$ cat src/rtl/nrmc_pkg.sv
// Shared constants, types and helper functions of the RMC position parser.
package nrmc_pkg;

    localparam int MAX_LEN     = 128;
    localparam int FRAC_DIGITS = 5;
    localparam int CHAR_W      = $clog2(MAX_LEN + 1);

    localparam logic [7:0] CH_DOLLAR = 8'h24;
    localparam logic [7:0] CH_COMMA  = 8'h2C;
    localparam logic [7:0] CH_DOT    = 8'h2E;
    localparam logic [7:0] CH_CR     = 8'h0D;
    localparam logic [7:0] CH_LF     = 8'h0A;
    localparam logic [7:0] CH_ZERO   = 8'h30;
    localparam logic [7:0] CH_NINE   = 8'h39;
    localparam logic [7:0] CH_A      = 8'h41;
    localparam logic [7:0] CH_N      = 8'h4E;
    localparam logic [7:0] CH_E      = 8'h45;

    localparam logic [2:0] HDR_LEN = 3'd6;

    localparam logic [2:0] FLD_TIME   = 3'd0;
    localparam logic [2:0] FLD_STATUS = 3'd1;
    localparam logic [2:0] FLD_LAT    = 3'd2;
    localparam logic [2:0] FLD_NS     = 3'd3;
    localparam logic [2:0] FLD_LON    = 3'd4;
    localparam logic [2:0] FLD_EW     = 3'd5;
    localparam logic [2:0] FLD_MAX    = 3'd7;

    localparam logic [2:0] TIME_DIGITS = 3'd6;
    localparam logic [4:0] HOURS_MAX   = 5'd31;
    localparam logic [5:0] MINSEC_MAX  = 6'd63;

    localparam logic [31:0] LAT_ACC_MAX = 32'h7FFF_FFFF;
    localparam logic [31:0] LON_ACC_MAX = 32'hFFFF_FFFF;
    localparam logic [31:0] LAT_LIMIT   = 32'd900000000;
    localparam logic [31:0] LON_LIMIT   = 32'd1800000000;

    localparam logic [16:0] INT_WEIGHT  = 17'd100000;
    localparam logic [19:0] TENS_WEIGHT = 20'd1000000;
    localparam logic [23:0] DEG_SCALE   = 24'd10000000;

    // Multiplying by this and dropping THIRD_SHIFT bits gives floor(5 * x / 3).
    localparam int          THIRD_SHIFT     = 27;
    localparam logic [27:0] FIVE_THIRDS_MUL = 28'd223696215;

    typedef struct packed {
        logic       clear;
        logic       int_en;
        logic       frac_en;
        logic [3:0] digit;
        logic [2:0] frac_idx;
    } digit_cmd_t;

    typedef struct packed {
        logic        at_max;
        logic [8:0]  deg;
        logic [23:0] rem;
    } coord_t;

    typedef struct packed {
        logic       present;
        logic [4:0] hours;
        logic [5:0] minutes;
        logic [5:0] seconds;
    } utc_t;

    typedef struct packed {
        logic   active;
        logic   south;
        logic   west;
        utc_t   utc;
        coord_t lat;
        coord_t lon;
    } fix_t;

    function automatic logic [7:0] hdr_char(input logic [2:0] pos);
        logic [7:0] c;
        unique case (pos)
            3'd1:    c = 8'h47;
            3'd2:    c = 8'h4E;
            3'd3:    c = 8'h52;
            3'd4:    c = 8'h4D;
            3'd5:    c = 8'h43;
            default: c = CH_DOLLAR;
        endcase
        return c;
    endfunction

    function automatic logic [16:0] frac_weight(input logic [2:0] idx);
        logic [16:0] w;
        unique case (idx)
            3'd0:    w = 17'd10000;
            3'd1:    w = 17'd1000;
            3'd2:    w = 17'd100;
            3'd3:    w = 17'd10;
            3'd4:    w = 17'd1;
            default: w = 17'd0;
        endcase
        return w;
    endfunction

endpackage

$ cat src/rtl/nrmc_coord_acc.sv
// Digit accumulator for one coordinate, kept both as a saturating count and as degree/minute parts.
module nrmc_coord_acc (
    input  logic                aclk,
    input  logic                aresetn,
    input  nrmc_pkg::digit_cmd_t cmd,
    input  logic [31:0]         sat_value,
    output nrmc_pkg::coord_t    coord
);
    import nrmc_pkg::*;

    logic [31:0] acc_reg, acc_next;
    logic [8:0]  deg_reg, deg_next;
    logic [3:0]  tens_reg, tens_next;
    logic [3:0]  units_reg, units_next;
    logic [16:0] frac_reg, frac_next;

    logic [35:0] int_sum;
    logic [16:0] frac_add;
    logic [32:0] frac_sum;

    always_comb begin
        int_sum  = {1'b0, acc_reg, 3'b000} + {3'b000, acc_reg, 1'b0}
                 + 36'(cmd.digit) * 36'(INT_WEIGHT);
        frac_add = 17'(17'(cmd.digit) * frac_weight(cmd.frac_idx));
        frac_sum = {1'b0, acc_reg} + 33'(frac_add);

        acc_next   = acc_reg;
        deg_next   = deg_reg;
        tens_next  = tens_reg;
        units_next = units_reg;
        frac_next  = frac_reg;
        if (cmd.clear) begin
            acc_next   = '0;
            deg_next   = '0;
            tens_next  = '0;
            units_next = '0;
            frac_next  = '0;
        end else if (cmd.int_en) begin
            acc_next   = (int_sum > {4'b0000, sat_value}) ? sat_value : int_sum[31:0];
            deg_next   = 9'(deg_reg * 9'd10 + 9'(tens_reg));
            tens_next  = units_reg;
            units_next = cmd.digit;
        end else if (cmd.frac_en) begin
            acc_next  = (frac_sum > {1'b0, sat_value}) ? sat_value : frac_sum[31:0];
            frac_next = frac_reg + frac_add;
        end
    end

    always_ff @(posedge aclk) begin
        if (!aresetn) begin
            acc_reg   <= '0;
            deg_reg   <= '0;
            tens_reg  <= '0;
            units_reg <= '0;
            frac_reg  <= '0;
        end else begin
            acc_reg   <= acc_next;
            deg_reg   <= deg_next;
            tens_reg  <= tens_next;
            units_reg <= units_next;
            frac_reg  <= frac_next;
        end
    end

    // Once the count saturates the degree/minute parts are no longer used.
    always_comb begin
        coord.at_max = (acc_reg == sat_value);
        coord.deg    = deg_reg;
        coord.rem    = 24'(tens_reg) * 24'(TENS_WEIGHT) + 24'(units_reg) * 24'(INT_WEIGHT)
                     + 24'(frac_reg);
    end

endmodule

$ cat src/rtl/nrmc_sentence.sv
// Per-byte sentence tracker: header match, field split, time digits, flags and result trigger.
module nrmc_sentence (
    input  logic           aclk,
    input  logic           aresetn,
    input  logic           step,
    input  logic [7:0]     rx_byte,
    output logic           emit,
    output nrmc_pkg::fix_t fix
);
    import nrmc_pkg::*;

    logic [2:0]        header_reg, header_next;
    logic              match_reg, match_next;
    logic [2:0]        field_reg, field_next;
    logic [CHAR_W-1:0] char_reg, char_next;
    logic [2:0]        tcount_reg, tcount_next;
    logic [4:0]        hours_reg, hours_next;
    logic [5:0]        minutes_reg, minutes_next;
    logic [5:0]        seconds_reg, seconds_next;
    logic [2:0]        fcount_reg, fcount_next;
    logic              dot_reg, dot_next;
    logic              stop_reg, stop_next;
    logic              active_reg, active_next;
    logic              south_reg, south_next;
    logic              west_reg, west_next;
    logic              sent_reg, sent_next;
    logic              tpres_reg, tpres_next;
    logic              fstart_reg, fstart_next;

    logic       is_digit;
    logic [3:0] digit;
    logic [6:0] tens_val;
    logic [6:0] hours_sum;
    logic [6:0] minutes_sum;
    logic [6:0] seconds_sum;
    logic       coord_int;
    logic       coord_frac;
    logic       emit_now;

    digit_cmd_t lat_cmd;
    digit_cmd_t lon_cmd;
    coord_t     lat_coord;
    coord_t     lon_coord;

    always_comb begin
        is_digit    = (rx_byte >= CH_ZERO) && (rx_byte <= CH_NINE);
        digit       = rx_byte[3:0];
        tens_val    = 7'(digit) * 7'd10;
        hours_sum   = tcount_reg[0] ? 7'(hours_reg) + 7'(digit) : tens_val;
        minutes_sum = tcount_reg[0] ? 7'(minutes_reg) + 7'(digit) : tens_val;
        seconds_sum = tcount_reg[0] ? 7'(seconds_reg) + 7'(digit) : tens_val;

        header_next  = header_reg;
        match_next   = match_reg;
        field_next   = field_reg;
        char_next    = char_reg;
        tcount_next  = tcount_reg;
        hours_next   = hours_reg;
        minutes_next = minutes_reg;
        seconds_next = seconds_reg;
        fcount_next  = fcount_reg;
        dot_next     = dot_reg;
        stop_next    = stop_reg;
        active_next  = active_reg;
        south_next   = south_reg;
        west_next    = west_reg;
        sent_next    = sent_reg;
        tpres_next   = tpres_reg;
        fstart_next  = fstart_reg;
        coord_int    = 1'b0;
        coord_frac   = 1'b0;
        emit_now     = 1'b0;
        lat_cmd      = '0;
        lon_cmd      = '0;

        if (step) begin
            if (rx_byte == CH_DOLLAR) begin
                header_next  = 3'd1;
                match_next   = 1'b0;
                field_next   = FLD_TIME;
                char_next    = CHAR_W'(1);
                tcount_next  = '0;
                hours_next   = '0;
                minutes_next = '0;
                seconds_next = '0;
                fcount_next  = '0;
                dot_next     = 1'b0;
                stop_next    = 1'b0;
                active_next  = 1'b0;
                south_next   = 1'b0;
                west_next    = 1'b0;
                sent_next    = 1'b0;
                tpres_next   = 1'b0;
                fstart_next  = 1'b0;
                lat_cmd.clear = 1'b1;
                lon_cmd.clear = 1'b1;
            end else if (rx_byte == CH_CR || rx_byte == CH_LF) begin
                if (match_reg && !sent_reg) begin
                    emit_now  = 1'b1;
                    sent_next = 1'b1;
                end
                header_next = '0;
                match_next  = 1'b0;
            end else if (!match_reg) begin
                if (header_reg != 3'd0) begin
                    if (header_reg < HDR_LEN) begin
                        header_next = (rx_byte == hdr_char(header_reg)) ?
                                      header_reg + 3'd1 : 3'd0;
                    end else if (rx_byte == CH_COMMA) begin
                        match_next  = 1'b1;
                        field_next  = FLD_TIME;
                        fstart_next = 1'b1;
                    end else begin
                        header_next = '0;
                    end
                    char_next = char_reg + CHAR_W'(1);
                end
            end else if (!sent_reg && char_reg < CHAR_W'(MAX_LEN)) begin
                char_next   = char_reg + CHAR_W'(1);
                fstart_next = 1'b0;
                unique case (field_reg) inside
                    FLD_TIME: begin
                        if (rx_byte != CH_COMMA) begin
                            tpres_next = 1'b1;
                        end
                        if (!stop_reg && tcount_reg < TIME_DIGITS) begin
                            if (!is_digit) begin
                                stop_next = 1'b1;
                            end else begin
                                tcount_next = tcount_reg + 3'd1;
                                if (tcount_reg < 3'd2) begin
                                    hours_next = (hours_sum > 7'(HOURS_MAX)) ?
                                                 HOURS_MAX : hours_sum[4:0];
                                end else if (tcount_reg < 3'd4) begin
                                    minutes_next = (minutes_sum > 7'(MINSEC_MAX)) ?
                                                   MINSEC_MAX : minutes_sum[5:0];
                                end else begin
                                    seconds_next = (seconds_sum > 7'(MINSEC_MAX)) ?
                                                   MINSEC_MAX : seconds_sum[5:0];
                                end
                            end
                        end
                    end
                    FLD_STATUS: begin
                        if (fstart_reg) begin
                            if (rx_byte == CH_A) begin
                                active_next = 1'b1;
                            end else begin
                                emit_now  = 1'b1;
                                sent_next = 1'b1;
                            end
                        end
                    end
                    FLD_LAT, FLD_LON: begin
                        if (!stop_reg) begin
                            if (rx_byte == CH_DOT && !dot_reg) begin
                                dot_next = 1'b1;
                            end else if (!is_digit) begin
                                stop_next = 1'b1;
                            end else if (!dot_reg) begin
                                coord_int = 1'b1;
                            end else if (fcount_reg < 3'(FRAC_DIGITS)) begin
                                coord_frac  = 1'b1;
                                fcount_next = fcount_reg + 3'd1;
                            end
                        end
                    end
                    FLD_NS: begin
                        if (fstart_reg && rx_byte != CH_N) begin
                            south_next = 1'b1;
                        end
                    end
                    FLD_EW: begin
                        if (fstart_reg) begin
                            west_next = (rx_byte != CH_E);
                            emit_now  = 1'b1;
                            sent_next = 1'b1;
                        end
                    end
                    default: begin
                    end
                endcase
                if (rx_byte == CH_COMMA && !emit_now) begin
                    field_next  = (field_reg == FLD_MAX) ? FLD_MAX : field_reg + 3'd1;
                    fstart_next = 1'b1;
                    dot_next    = 1'b0;
                    stop_next   = 1'b0;
                    fcount_next = '0;
                end
            end
        end

        lat_cmd.int_en   = coord_int && (field_reg == FLD_LAT);
        lat_cmd.frac_en  = coord_frac && (field_reg == FLD_LAT);
        lat_cmd.digit    = digit;
        lat_cmd.frac_idx = fcount_reg;
        lon_cmd.int_en   = coord_int && (field_reg == FLD_LON);
        lon_cmd.frac_en  = coord_frac && (field_reg == FLD_LON);
        lon_cmd.digit    = digit;
        lon_cmd.frac_idx = fcount_reg;
    end

    always_ff @(posedge aclk) begin
        if (!aresetn) begin
            header_reg  <= '0;
            match_reg   <= 1'b0;
            field_reg   <= FLD_TIME;
            char_reg    <= '0;
            tcount_reg  <= '0;
            hours_reg   <= '0;
            minutes_reg <= '0;
            seconds_reg <= '0;
            fcount_reg  <= '0;
            dot_reg     <= 1'b0;
            stop_reg    <= 1'b0;
            active_reg  <= 1'b0;
            south_reg   <= 1'b0;
            west_reg    <= 1'b0;
            sent_reg    <= 1'b0;
            tpres_reg   <= 1'b0;
            fstart_reg  <= 1'b0;
        end else begin
            header_reg  <= header_next;
            match_reg   <= match_next;
            field_reg   <= field_next;
            char_reg    <= char_next;
            tcount_reg  <= tcount_next;
            hours_reg   <= hours_next;
            minutes_reg <= minutes_next;
            seconds_reg <= seconds_next;
            fcount_reg  <= fcount_next;
            dot_reg     <= dot_next;
            stop_reg    <= stop_next;
            active_reg  <= active_next;
            south_reg   <= south_next;
            west_reg    <= west_next;
            sent_reg    <= sent_next;
            tpres_reg   <= tpres_next;
            fstart_reg  <= fstart_next;
        end
    end

    nrmc_coord_acc u_lat (
        .aclk      (aclk),
        .aresetn   (aresetn),
        .cmd       (lat_cmd),
        .sat_value (LAT_ACC_MAX),
        .coord     (lat_coord)
    );

    nrmc_coord_acc u_lon (
        .aclk      (aclk),
        .aresetn   (aresetn),
        .cmd       (lon_cmd),
        .sat_value (LON_ACC_MAX),
        .coord     (lon_coord)
    );

    // The hemisphere flags settle in the same cycle as the result is triggered.
    always_comb begin
        emit            = emit_now;
        fix.active      = active_next;
        fix.south       = south_next;
        fix.west        = west_next;
        fix.utc.present = tpres_reg;
        fix.utc.hours   = hours_reg;
        fix.utc.minutes = minutes_reg;
        fix.utc.seconds = seconds_reg;
        fix.lat         = lat_coord;
        fix.lon         = lon_coord;
    end

endmodule

$ cat src/rtl/nrmc_e7_conv.sv
// Two-step conversion of a coordinate's degree/minute parts to signed 1e-7 degrees.
module nrmc_e7_conv (
    input  logic             aclk,
    input  logic             load,
    input  nrmc_pkg::coord_t coord,
    input  logic             neg,
    input  logic [31:0]      limit,
    output logic [31:0]      e7
);
    import nrmc_pkg::*;

    logic [32:0] deg_e7_reg;
    logic [24:0] thirds_reg;
    logic        at_max_reg;
    logic        neg_reg;

    logic [51:0] rem_prod;
    logic [32:0] total;
    logic [31:0] mag;

    assign rem_prod = 52'(coord.rem) * 52'(FIVE_THIRDS_MUL);

    always_ff @(posedge aclk) begin
        if (load) begin
            deg_e7_reg <= 33'(coord.deg) * 33'(DEG_SCALE);
            thirds_reg <= rem_prod[THIRD_SHIFT +: 25];
            at_max_reg <= coord.at_max;
            neg_reg    <= neg;
        end
    end

    always_comb begin
        total = deg_e7_reg + 33'(thirds_reg);
        mag   = (at_max_reg || total > {1'b0, limit}) ? limit : total[31:0];
        e7    = neg_reg ? 32'(-mag) : mag;
    end

endmodule

$ cat src/rtl/nmea_rmc_position_parser.sv
// Top level of the RMC sentence parser: input register, parser, conversion pipeline and result register.
//
//  channel   handshake          payload
//  input     s_valid/s_ready    s_rx_byte (8)
//  result    m_valid/m_ready    m_fix_active, m_latitude_e7, m_longitude_e7, m_time_present,
//                               m_utc_hours, m_utc_minutes, m_utc_seconds
//
// One word is taken every cycle while s_ready is high; each byte is parsed from the input register
// once the capture stage is free. A result word crosses the capture, conversion and result registers.
// aresetn is synchronous; it clears all parsing state, so no sentence is in progress after it.
// When the result side stalls, the result, conversion and capture stages fill and the
// input stops taking words only once the stage behind the input register is full.
module nmea_rmc_position_parser (
    input  logic               aclk,
    input  logic               aresetn,
    input  logic               s_valid,
    output logic               s_ready,
    input  logic [7:0]         s_rx_byte,
    output logic               m_valid,
    input  logic               m_ready,
    output logic               m_fix_active,
    output logic signed [30:0] m_latitude_e7,
    output logic signed [31:0] m_longitude_e7,
    output logic               m_time_present,
    output logic [4:0]         m_utc_hours,
    output logic [5:0]         m_utc_minutes,
    output logic [5:0]         m_utc_seconds
);
    import nrmc_pkg::*;

    logic       in_valid_reg;
    logic [7:0] in_byte_reg;
    logic       cap_valid_reg;
    fix_t       cap_reg;
    logic       prod_valid_reg;
    logic       prod_active_reg;
    utc_t       prod_utc_reg;
    logic       m_valid_reg;

    logic               m_fix_active_reg;
    logic signed [30:0] m_latitude_e7_reg;
    logic signed [31:0] m_longitude_e7_reg;
    logic               m_time_present_reg;
    logic [4:0]         m_utc_hours_reg;
    logic [5:0]         m_utc_minutes_reg;
    logic [5:0]         m_utc_seconds_reg;

    logic prod_go;
    logic prod_free;
    logic cap_go;
    logic cap_free;
    logic proc_go;
    logic emit;
    fix_t fix;

    logic [31:0] lat_e7;
    logic [31:0] lon_e7;

    always_comb begin
        prod_go   = prod_valid_reg && (!m_valid_reg || m_ready);
        prod_free = !prod_valid_reg || prod_go;
        cap_go    = cap_valid_reg && prod_free;
        cap_free  = !cap_valid_reg || cap_go;
        proc_go   = in_valid_reg && cap_free;
        s_ready   = !in_valid_reg || proc_go;
    end

    always_ff @(posedge aclk) begin
        if (!aresetn) begin
            in_valid_reg   <= 1'b0;
            cap_valid_reg  <= 1'b0;
            prod_valid_reg <= 1'b0;
            m_valid_reg    <= 1'b0;
        end else begin
            in_valid_reg   <= (s_valid && s_ready) || (in_valid_reg && !proc_go);
            cap_valid_reg  <= emit || (cap_valid_reg && !cap_go);
            prod_valid_reg <= cap_go || (prod_valid_reg && !prod_go);
            m_valid_reg    <= prod_go || (m_valid_reg && !m_ready);
        end
    end

    always_ff @(posedge aclk) begin
        if (s_valid && s_ready) begin
            in_byte_reg <= s_rx_byte;
        end
        if (emit) begin
            cap_reg <= fix;
        end
        if (cap_go) begin
            prod_active_reg <= cap_reg.active;
            prod_utc_reg    <= cap_reg.utc;
        end
        if (prod_go) begin
            m_fix_active_reg   <= prod_active_reg;
            m_latitude_e7_reg  <= prod_active_reg ? signed'(lat_e7[30:0]) : '0;
            m_longitude_e7_reg <= prod_active_reg ? signed'(lon_e7) : '0;
            m_time_present_reg <= prod_utc_reg.present;
            m_utc_hours_reg    <= prod_utc_reg.present ? prod_utc_reg.hours : '0;
            m_utc_minutes_reg  <= prod_utc_reg.present ? prod_utc_reg.minutes : '0;
            m_utc_seconds_reg  <= prod_utc_reg.present ? prod_utc_reg.seconds : '0;
        end
    end

    nrmc_sentence u_sentence (
        .aclk    (aclk),
        .aresetn (aresetn),
        .step    (proc_go),
        .rx_byte (in_byte_reg),
        .emit    (emit),
        .fix     (fix)
    );

    nrmc_e7_conv u_lat_conv (
        .aclk  (aclk),
        .load  (cap_go),
        .coord (cap_reg.lat),
        .neg   (cap_reg.south),
        .limit (LAT_LIMIT),
        .e7    (lat_e7)
    );

    nrmc_e7_conv u_lon_conv (
        .aclk  (aclk),
        .load  (cap_go),
        .coord (cap_reg.lon),
        .neg   (cap_reg.west),
        .limit (LON_LIMIT),
        .e7    (lon_e7)
    );

    assign m_valid        = m_valid_reg;
    assign m_fix_active   = m_fix_active_reg;
    assign m_latitude_e7  = m_latitude_e7_reg;
    assign m_longitude_e7 = m_longitude_e7_reg;
    assign m_time_present = m_time_present_reg;
    assign m_utc_hours    = m_utc_hours_reg;
    assign m_utc_minutes  = m_utc_minutes_reg;
    assign m_utc_seconds  = m_utc_seconds_reg;

endmodule
$ cat config.mk
export PLATFORM = sky130hd
export DESIGN_NAME = nmea_rmc_position_parser
export DESIGN_NICKNAME = d
export VERILOG_FILES = /design/src/rtl/nrmc_pkg.sv /design/src/rtl/nrmc_coord_acc.sv /design/src/rtl/nrmc_sentence.sv /design/src/rtl/nrmc_e7_conv.sv /design/src/rtl/nmea_rmc_position_parser.sv
export SDC_FILE = /design/constraint.sdc
export NUM_CORES = 2
export LEC_CHECK = 0
export BUFFER_PORTS_ARGS = -buffer_cell sky130_fd_sc_hd__buf_2
export CAP_MARGIN = 20
export CORE_MARGIN = 2
export CORE_UTILIZATION = 50
export CTS_BUF_LIST = sky130_fd_sc_hd__clkbuf_8
export CTS_CLUSTER_SIZE = 20
export DETAILED_ROUTE_END_ITERATION = 8
export PLACE_DENSITY = 0.69
export SYNTH_ARGS = -nofsm -noshare
export SYNTH_HDL_FRONTEND = slang
export SYNTH_SLANG_ARGS = --single-unit
$ cat constraint.sdc
create_clock -name aclk -period 14 [get_ports aclk]
set_input_delay 2.1 -clock aclk [delete_from_list [all_inputs] [get_ports aclk]]
set_output_delay 2.1 -clock aclk [all_outputs]
set_load 0.005 [all_outputs]
==> results.py <==
metrics = {
    "clock_tree": {
        "cts_tree": "built",
        "clockBufferDepth": 3,
        "path_clk_slew_ns": 0.06,
        "cts_buffers": 91,
        "htree_num_levels": 3,
        "post_cts.repair.setup_buffers": 0,
        "clock_latency_ns": 0.78,
        "cts_root_buf": "clkbuf_8",
        "cts_hold_buf": 0,
        "post_cts_resized": 0,
        "cts_sinks": 486,
    },
    "finish": {
        "synthToLayoutAreaGrowth_pct": 6.90,
        "final_cell_mix": "inv_1 (1120), ha_1 (968), fa_1 (594)",
        "num-fill-cells": 10500,
        "finish.instance_area_sq_um": 63300,
        "largest_reg_flops": 89,
        "drive_gt1_share_pct": 4.95,
        "nets": 7905,
        "final_common_cell": "inv_1",
        "instances_no_fill": 7944,
        "finish.utilization_pct": 53.8,
    },
    "timing": {
        "final_max_slew_viol_count": 0,
        "max-slew-margin-rel_pct": 18.1,
        "final.setup.tns_ns": 0,
        "worst_slack_ns": 5.28,
        "fin_crit_sh_pct": 62.3,
        "hold_viol_final": 0,
        "hold_ws_ns": 0.415,
        "tightest_slew_ns": 1.21,
        "timing.fmax_mhz": 115,
        "fin_skew_ns": 0.0686,
        "finalCriticalPeriod_ns": 8.72,
        "setup_viol": 0,
        "grt_setup_unrepaired": "false",
    },
    "pwr": {
        "vdd_drop_max_uv": 62.9,
        "p_seq_share_pct": 45.0,
        "leakage_nw": 32.5,
        "power_density_nw_per_um2": 53.0,
        "p_int_mw": 2.41,
        "power_frac_comb_pct": 12.5,
        "p_sw_share_pct": 28.1,
        "power_frac_clock_pct": 42.5,
        "total_power_mw": 3.36,
        "p_switching_mw": 0.945,
    },
    "setup_path": {
        "cp_slowest_cell": "o311ai_0",
        "end_kind": "register",
        "start_kind": "register",
        "slowest_delay_ns": 0.81,
        "cp.required_ns": 14.69,
        "cp_common_cell": "inv_1",
        "crit_fanout": 23,
        "critPathArrivalTime_ns": 9.41,
        "crit_type": "register to register",
    },
    "floorplanning": {
        "boundaryPins": 96,
        "rows": 126,
        "dieArea_sq_um": 121000,
        "start_util_pct": 50.3,
        "core-area_sq_um": 118000,
        "dieHeight_microns": 348,
        "die_w_microns": 348,
    },
    "yosys": {
        "synth-edff-count": 304,
        "synth_top_family_by_area": "adder cells",
        "synth_async_sr_flop_share_pct": 0,
        "synthMuxAreaShare_pct": 0.509,
        "ys_types": 86,
        "netlist_area_sq_um": 59200,
        "synthFlopType": "edfxtp_1",
        "synthXorXnorAreaFrac_pct": 5.29,
        "postSynthNetCount": 7798,
        "synth-simple-area-share_pct": 10.6,
        "synth_fa_ha_area_share_pct": 40.5,
        "ys_ff_latch": 486,
        "synth_compound_area_share_pct": 13.8,
        "yosys_warnings": 0,
        "syn_avg_cell_area_sq_um": 9.52,
        "yosysSeqAreaShare_pct": 21.6,
        "synthCells": 6224,
    },
    "routing": {
        "firstDrtPassIters": 5,
        "wire_per_inst_microns": 17.3,
        "vias": 43700,
        "drt_iter0_drc": 2781,
        "ant_nets": 0,
        "drc": 0,
        "avgViaCountPerCell": 5.50,
        "wl_mm": 138,
    },
    "hold_path": {
        "hold_class": "register to register",
    },
    "global_routing": {
        "grt_pass1_vias": 44000,
        "grt_max_degree": 82,
        "grt_pass1_wl_mm": 228,
        "grt_overflow": 0,
        "track_usage_pct": 23.1,
        "antenna_found_initial": 4,
    },
    "flow_run": {
        "cap_violations": 0,
    },
    "placement": {
        "post-dp-hpwl_mm": 112,
        "pre_cts_slack_ns": 5.50,
        "postPlaceCellArea_sq_um": 61400,
        "io_buffers": 95,
        "placed_cells": 7774,
        "place_congestion": 0.918,
    },
    "outcome": {
        "status": "finished clean",
    },
}
==> cells in the mapped netlist (114+ instances only) <==
master    number  area [sq um]
inv_1       1089          4090
ha_1         968         12100
fa_1         594         11900
a21oi_1      441          2210
nand2_1      359          1350
nor2_1       319          1200
edfxtp_1     304          9130
o21ai_0      253          1270
xnor2_1      231          2020
dfxtp_1      182          3640
nor3_1       130           651
xor2_1       127          1110
a21o_1       114           856
==> critical path, delay by kind of cell (launching register included) <==
kind	cells	cell delay, ns
compound gates	12	3.93
buf+inv	4	0.47
flops	1	0.46
simple gates	10	1.85
fa+ha+maj	5	1.91
==> layout make-up <==
class	count	area, sq um	area share [%]
Clock buffer	97	1340	2.11
Antenna cell	4	10.0	0.0158
Sequential cell	486	12800	20.2
Multi-Input combinational cell	4534	41900	66.2
Inverter	1090	4090	6.46
Timing Repair Buffer	128	723	1.14
Tap cell	1536	1920	3.04
Clock inverter	69	522	0.824
==> per-layer routing <==
metal  GRT usage, %  vias up  wire length [microns]
met1           32.3    21100                  65100
met2           37.9      871                  63400
met3           3.02      159                   6430
li1               -    21500                      -
met4           5.56        0                   2830
met5              0        -                      0
==> power by group through the flow <==
stage / Combinational (mW) / Sequential [mW] / Clock [mW]
2_1_floorplan: 0.300 / 1.54 / 0
3_3_place_gp: 0.408 / 1.54 / 0
5_1_grt: 0.465 / 1.51 / 1.53
3_5_place_dp: 0.415 / 1.54 / 0
6_report: 0.420 / 1.51 / 1.43
4_1_cts: 0.418 / 1.51 / 1.47
==> path summary, 6_finish.rpt <==
path / startpoint / to / slack [ns] / depth (start not counted)
min reg2reg: cap_reg[79]$_DFFE_PP_ / prod_utc_reg[11]$_DFFE_PP_ / 0.42 / 0
max: u_sentence.fcount_reg[1]$_SDFFE_PN0P_ / u_sentence.u_lat.acc_reg[30]$_SDFFE_PP0P_ / 5.28 / 31
max reg2reg: u_sentence.fcount_reg[1]$_SDFFE_PN0P_ / u_sentence.u_lat.acc_reg[30]$_SDFFE_PP0P_ / 5.28 / 31
min: cap_reg[79]$_DFFE_PP_ / prod_utc_reg[11]$_DFFE_PP_ / 0.42 / 0
==> kinds of logic (layout without fill, tap and decap cells) <==
kind of cell,after synthesis,after routing
compound gates,1287,1287
buf+inv,1204,1384
mux,29,29
xor+xnor,358,358
simple gates,1298,1298
fa+ha+maj,1562,1562
flops,486,486
other cells,0,4
(Power assumes the default switching activity.)
